$ cat src/rtl/plti_pkg.sv
// Shared types, constants and helpers for the piecewise linear table interpolator.
`default_nettype none
package plti_pkg;

   localparam int DEF_MAX_POINTS   = 64;
   localparam int DEF_MAX_ELEMENTS = 8;

   localparam int FUNC_W  = 2;
   localparam int PIDX_W  = 6;
   localparam int EIDX_W  = 3;
   localparam int VAL_W   = 32;
   localparam int PTS_W   = 7;
   localparam int ELS_W   = 4;
   localparam int CIDX_W  = 2;
   localparam int CDATA_W = 7;

   localparam logic [FUNC_W-1:0] FUNC_LOAD_BP     = 2'd0;
   localparam logic [FUNC_W-1:0] FUNC_LOAD_SAMPLE = 2'd1;
   localparam logic [FUNC_W-1:0] FUNC_QUERY       = 2'd2;

   localparam logic [CIDX_W-1:0] CSR_POINTS   = 2'd0;
   localparam logic [CIDX_W-1:0] CSR_ELEMENTS = 2'd1;

   localparam logic [PTS_W-1:0] POINTS_RESET   = 7'd2;
   localparam logic [ELS_W-1:0] ELEMENTS_RESET = 4'd3;

   localparam logic STATUS_OK    = 1'b0;
   localparam logic STATUS_RANGE = 1'b1;

   // request to the multiply / divide unit
   typedef struct packed {
      logic        start;
      logic [32:0] mag;
      logic [31:0] num;
      logic [31:0] den;
   } lerp_req_type;

   function automatic logic signed [31:0] sat32(input logic signed [34:0] v);
      logic signed [34:0] hi;
      logic signed [34:0] lo;
      hi = 35'sh7FFF_FFFF;
      lo = -35'sh8000_0000;
      if (v > hi) begin
         return 32'sh7FFF_FFFF;
      end else if (v < lo) begin
         return 32'sh8000_0000;
      end
      return v[31:0];
   endfunction

endpackage
`default_nettype wire

$ cat src/rtl/plti_lerp_unit.sv
// Multi-cycle unit: rounded quotient (mag * num + den/2) / den.
`default_nettype none
module plti_lerp_unit
   import plti_pkg::*;
(
   input  wire logic         clock,
   input  wire logic         reset,
   input  wire lerp_req_type req,
   output      logic         done,
   output      logic [32:0]  quo
);

   typedef enum logic [1:0] {U_IDLE, U_MUL_HI, U_PREP, U_DIV} ustate_type;

   ustate_type  state_ff;
   logic [32:0] mag_ff;
   logic [15:0] num_hi_ff;
   logic [31:0] den_ff;
   logic [64:0] prod_ff;
   logic [31:0] rem_ff;
   logic [32:0] dq_ff;
   logic [5:0]  cnt_ff;
   logic        done_ff;
   logic [32:0] trial;
   logic        fits;

   assign trial = {rem_ff, dq_ff[32]};
   assign fits  = trial >= {1'b0, den_ff};

   always_ff @(posedge clock) begin
      if (reset) begin
         state_ff <= U_IDLE;
         done_ff  <= 1'b0;
      end else begin
         done_ff <= 1'b0;
         unique case (state_ff)
            U_IDLE: begin
               if (req.start) begin
                  mag_ff    <= req.mag;
                  num_hi_ff <= req.num[31:16];
                  den_ff    <= req.den;
                  prod_ff   <= 65'(req.mag * req.num[15:0]);
                  state_ff  <= U_MUL_HI;
               end
            end
            U_MUL_HI: begin
               // high partial product plus half divisor for round to nearest
               prod_ff  <= prod_ff + (65'(mag_ff * num_hi_ff) << 16)
                           + 65'(den_ff >> 1);
               state_ff <= U_PREP;
            end
            U_PREP: begin
               // quotient is below 2^33, so the top bits start below den
               rem_ff   <= {1'b0, prod_ff[63:33]};
               dq_ff    <= prod_ff[32:0];
               cnt_ff   <= 6'd33;
               state_ff <= U_DIV;
            end
            U_DIV: begin
               rem_ff <= fits ? 32'(trial - {1'b0, den_ff}) : trial[31:0];
               dq_ff  <= {dq_ff[31:0], fits};
               cnt_ff <= cnt_ff - 6'd1;
               if (cnt_ff == 6'd1) begin
                  done_ff  <= 1'b1;
                  state_ff <= U_IDLE;
               end
            end
            default: state_ff <= U_IDLE;
         endcase
      end
   end

   assign done = done_ff;
   assign quo  = dq_ff;

endmodule
`default_nettype wire
$ cat config.mk
export PLATFORM = sky130hd
export DESIGN_NAME = plti_lerp_unit
export DESIGN_NICKNAME = d
export VERILOG_FILES = /design/src/rtl/plti_pkg.sv /design/src/rtl/plti_lerp_unit.sv
export SDC_FILE = /design/constraint.sdc
export NUM_CORES = 2
export LEC_CHECK = 0
export BUFFER_PORTS_ARGS = -buffer_cell sky130_fd_sc_hd__clkbuf_2
export CORE_MARGIN = 2
export CORE_UTILIZATION = 50
export DETAILED_ROUTE_END_ITERATION = 10
export PLACE_DENSITY = 0.66
export SLEW_MARGIN = 25
export SYNTH_ARGS = -nofsm -noshare
export SYNTH_HDL_FRONTEND = slang
export SYNTH_SLANG_ARGS = --single-unit
$ cat constraint.sdc
create_clock -name clock -period 20.9 [get_ports clock]
set_input_delay 4.18 -clock clock [delete_from_list [all_inputs] [get_ports clock]]
set_output_delay 4.18 -clock clock [all_outputs]
set_load 0.02 [all_outputs]
## Word-level counts from Yosys, hierarchy flattened

Index checks and enable logic that the tools add are counted.

| operators by class | value |
|---|---|
| shifts and indexed selects | 0 |
| div/mod/pow operators | 0 |
| reductions and logical operators | 8 |
| multiplexer cells | 10 |
| bitwise gates (word level) | 2 |
| $lt $le $gt $ge | 1 |
| equal/unequal tests | 6 |
| multipliers | 2 |
| $add $sub $neg | 4 |

Operators with widths:

| kind | number |
|---|---|
| 65-bit case mux with 2 select lines | 1 |
| 33-bit by 16-bit multiplier with 49-bit output | 2 |
| 33-bit case mux with 2 select lines | 1 |
| 65-bit by 31-bit adder with 65-bit output | 1 |
| 65-bit adder | 1 |
| 65-bit two-way mux | 1 |
| 32-bit case mux with 2 select lines | 1 |
| 33-bit by 32-bit >= comparator with 1-bit output | 1 |
| 32-bit two-way mux | 1 |
| 32-bit subtractor | 1 |
| 6-bit case mux with 2 select lines | 1 |
| 2-bit case mux with 4 select lines | 1 |
| 6-bit by 1-bit equality test with 1-bit output (second input constant) | 1 |
| 3-bit AND reduction | 2 |
| 6-bit by 1-bit subtractor with 6-bit output (second input constant) | 1 |
| 2-bit equality test (second input constant) | 2 |
| 2-bit two-way mux | 2 |
| 2-bit inequality test (second input constant) | 2 |
| 2-bit AND reduction | 2 |
| 2-bit nonzero test | 2 |
| 2-bit by 1-bit equality test with 1-bit output (second input constant) | 1 |
| 2-bit logical NOT | 1 |
| 1-bit NOT | 2 |
| 2-bit OR reduction | 1 |
| 1-bit two-way mux | 1 |

| storage, ports and cells | value |
|---|---|
| register bits | 220 |
| memories kept | 0 |
| ROM bits | 0 |
| latch bits | 0 |
| logic and storage cells | 42 |
| bits in writable memories | 0 |

## Depth between registers and ports, before layout

| logic depth | value |
|---|---|
| word-level depth | 4 |
| gate-level depth with buffers | 40 |

## Least setup slack after synthesis

OpenSTA, ideal clock, no wires.

| timing | value |
|---|---|
| path kind | input to register |
| from | input port req[41] (netlist bit) |
| to | register prod_ff[48] (data pin) |
| data arrival time | 10.188 ns |
| stages on the path | 27 |
| setup slack | 10.437 ns |
| library setup time | 0.275 ns |
| path through | clkbuf_1 clkbuf_1 nand2_1 fa_1 inv_1 fa_1 inv_1 fa_1 inv_1 fa_1 inv_1 fa_1 inv_1 fa_1 ha_1 clkbuf_1 and4_1 nand2_1 a211o_1 nand4_1 o211ai_1 o31ai_1 a21oi_1 o21ai_0 a221oi_1 nand4_1 o221ai_1 |

| on the way | value |
|---|---|
| word-level cells in the longest chain between the ends | 3 |

Ends and longest elaborated chain:

| element | RTL line | source |
|---|---|---|
| from (decl) | plti_lerp_unit.sv:8 | `input wire lerp_req_type req,` |
| 33-bit by 16-bit multiplier with 49-bit output | plti_lerp_unit.sv:42 | `prod_ff <= 65'(req.mag * req.num[15:0]);` |
| 65-bit two-way mux | plti_lerp_unit.sv:38 | `if (req.start) begin` |
| 65-bit case mux with 2 select lines | plti_lerp_unit.sv:36 | `unique case (state_ff)` |
| to (signal assigned) | plti_lerp_unit.sv:42 |  |
| to (signal assigned) | plti_lerp_unit.sv:48 | `prod_ff <= prod_ff + (65'(mag_ff * num_hi_ff) << 16)` |
| to (decl) | plti_lerp_unit.sv:19 | `logic [64:0] prod_ff;` |

Every way passes these cells. The select of a mux whose other input is x is not followed.
A chain may end at the register's enable or synchronous reset.

## Worst setup path after layout

| timing | value |
|---|---|
| from | input port req[33] (netlist bit) |
| to | register prod_ff[48] (data pin) |

The elaborated chain is that of the path after synthesis.

==> impl_metrics.env <==
export IMPL_synthCells=5174
export IMPL_fp_dieW_um=311
export IMPL_outcome="finished clean"
export IMPL_rsz0062_at_grt="no"
export IMPL_cp_start_kind="input port"
export IMPL_yosysWarningCount=0
export IMPL_layout_commonest_cell="inv_1"
export IMPL_cts_tree="done"
export IMPL_cp_end_kind="register"
export IMPL_grt_pass1_wl_um=210000
export IMPL_cts_root_buf="clkbuf_16"
export IMPL_syn_to_final_growth_pct=5.75
export IMPL_synth_fp_nets=6540
export IMPL_die_area_mm2=0.0966
export IMPL_synth_area_mm2=0.0470
export IMPL_avgSynthCellArea_um2=9.09
export IMPL_finalWirelength_um=131000
export IMPL_numClockSinks=219
export IMPL_grt_overflow_total=0
export IMPL_period_share=0.515
export IMPL_drt_initial_drc_count=2652
export IMPL_fmax_mhz=92.9
export IMPL_clock_path_buffers=3
export IMPL_min_delay_path_class="reg -> reg"
export IMPL_slew_viol_final=0
export IMPL_setup_violations=0
export IMPL_layout_common_cells="inv_1, nand2_1, fa_1, ha_1, and2_1"
export IMPL_synth_edf_count=216
export IMPL_port_buffers=133
export IMPL_vias_per_cell=5.59
export IMPL_cap_violations=0
export IMPL_ctsResizeCount=0
export IMPL_drive_above_1_share=0.0523
export IMPL_place_congestion=0.934
export IMPL_track_usage=0.276
export IMPL_drt_first_pass_iters=6
export IMPL_fin_util=0.533
export IMPL_via_count=35900
export IMPL_required_ns=21.24
export IMPL_hold_viol=0
export IMPL_finalNetCount=6524
export IMPL_synthFlopType="edfxtp_1"
export IMPL_yosysSeqAreaShare=0.139
export IMPL_rows=112
export IMPL_antenna_found_initial=2
export IMPL_clk_pin_slew_worst_paths_ns=0.06
export IMPL_io_pins=134
export IMPL_reg2reg_slack_ns=10.45
export IMPL_period_minus_slack_ns=10.77
export IMPL_dp_hpwl_um=103000
export IMPL_fin_tns_setup_ns=0
export IMPL_async_reset_ff_frac=0
export IMPL_initial_core_util=0.504
export IMPL_nFillCells=8778
export IMPL_wl_per_cell_um=20.4
export IMPL_cp_arrival_ns=11.11
export IMPL_n_antenna_cell=0
export IMPL_critical_path_class="in -> reg"
export IMPL_coreArea_mm2=0.0933
export IMPL_cts_setup_buffers=0
export IMPL_synth_cell_types=73
export IMPL_grt_max_degree=89
export IMPL_h_tree_depth=1
export IMPL_clock_skew_ns=0.0218
export IMPL_grt_pass1_vias=37400
export IMPL_drc=0
export IMPL_clk_latency_ns=0.63
export IMPL_final_antenna_net_count=0
export IMPL_crit_fanout=33
export IMPL_synth_seq_cells=219
export IMPL_worst_slew_pin_slew_ns=0.992
export IMPL_slew_headroom=0.339
export IMPL_fp_dieH_um=311
export IMPL_postCtsHoldBufs=0
export IMPL_numCtsBuffers=29
[cell families after synthesis]
family	share of synthesized area
xor+xnor	0.0324
mux	0.00944
compound gates	0.0923
simple gates	0.152
buf+inv	0.0978
flops	0.139
fa+ha+maj	0.477
[sequential cells by signal (all words and copies together), names as in the netlist]
register	cells
done	1
num_hi_ff	16
den_ff	32
quo	33
rem_ff	32
state_ff	2
cnt_ff	6
prod_ff	64
mag_ff	33
[path summary, 6_finish.rpt]
| check | start | to | cells past startpoint |
|---|---|---|---|
| setup reg to reg | mag_ff[5] | prod_ff[60] | 37 |
| setup / recovery | req[33] | prod_ff[48] | 23 |
| hold / removal | quo[24] | quo[25] | 2 |
| hold reg to reg | quo[24] | quo[25] | 2 |
[synthesized netlist by cell type (13+ instances only)]
cell	instances	area, µm²
fa_1	880	17600
mux2_2	27	304
nor2b_1	28	175
and2_1	326	2040
o21ai_0	144	721
o21a_1	24	180
edfxtp_1	216	6490
a21o_1	109	818
nor3_1	31	155
xnor2_1	100	876
nand3_1	36	180
ha_1	386	4830
clkbuf_1	216	811
a21oi_1	249	1250
mux2i_1	14	140
nand2b_1	31	194
a31oi_1	16	100
nand2_1	901	3380
o211ai_1	13	97.6
nor2_1	131	492
o21bai_1	33	248
nand4_1	31	194
a211oi_1	19	143
inv_1	993	3730
xor2_1	74	648
and3_1	16	100
[worst max-delay path, cell delays in order]
cell	delay [ns]
clkbuf_2	0.54
nand2_1	0.17
fa_1	0.58
inv_1	0.07
fa_1	0.52
inv_1	0.05
fa_1	0.48
fa_1	0.46
fa_1	0.52
inv_1	0.05
fa_1	0.46
ha_1	0.44
nand2_1	0.10
o21ai_0	0.39
o2111ai_1	0.22
a31oi_1	0.22
o211ai_1	0.22
o31ai_1	0.45
a21oi_1	0.17
o21ai_0	0.41
a221oi_1	0.16
nand4_1	0.11
o221ai_1	0.11
[layout make-up]
type,instances,area [µm²],share of cell area
inverter,994,3730,0.0750
sequential,219,6550,0.132
tap,1254,1570,0.0315
clock buffer,34,744,0.0150
clock inverter,20,204,0.00410
multi-input combinational,3737,35900,0.722
timing repair buffer,177,1020,0.0204
[metal layers]
| layer | track usage | vias up | wire length (µm) |
|---|---|---|---|
| met5 | 0 | - | 0 |
| met4 | 0.113 | 0 | 6110 |
| met3 | 0.0247 | 284 | 7700 |
| met2 | 0.454 | 1343 | 62100 |
| met1 | 0.378 | 18300 | 55300 |
| li1 | - | 16100 | - |
[stage by stage]
| stage | std cells | setup slack, ns | hold WS, ns | cell area, µm² |
|---|---|---|---|---|
| finish | 6435 | 10.13 | 0.550 | 49700 |
| global route | 6435 | 9.56 | 0.585 | 49700 |
| CTS | 6434 | 10.12 | 0.555 | 49700 |
| detailed placement | 6380 | 9.49 | 0.541 | 48800 |
| global placement | 6380 | 9.56 | 0.533 | 48800 |
| floorplan | 5174 | 10.44 | 0.512 | 47000 |
Power is not shown: default switching activity piles up to over one toggle a cycle in this logic, so the estimate is an artifact.
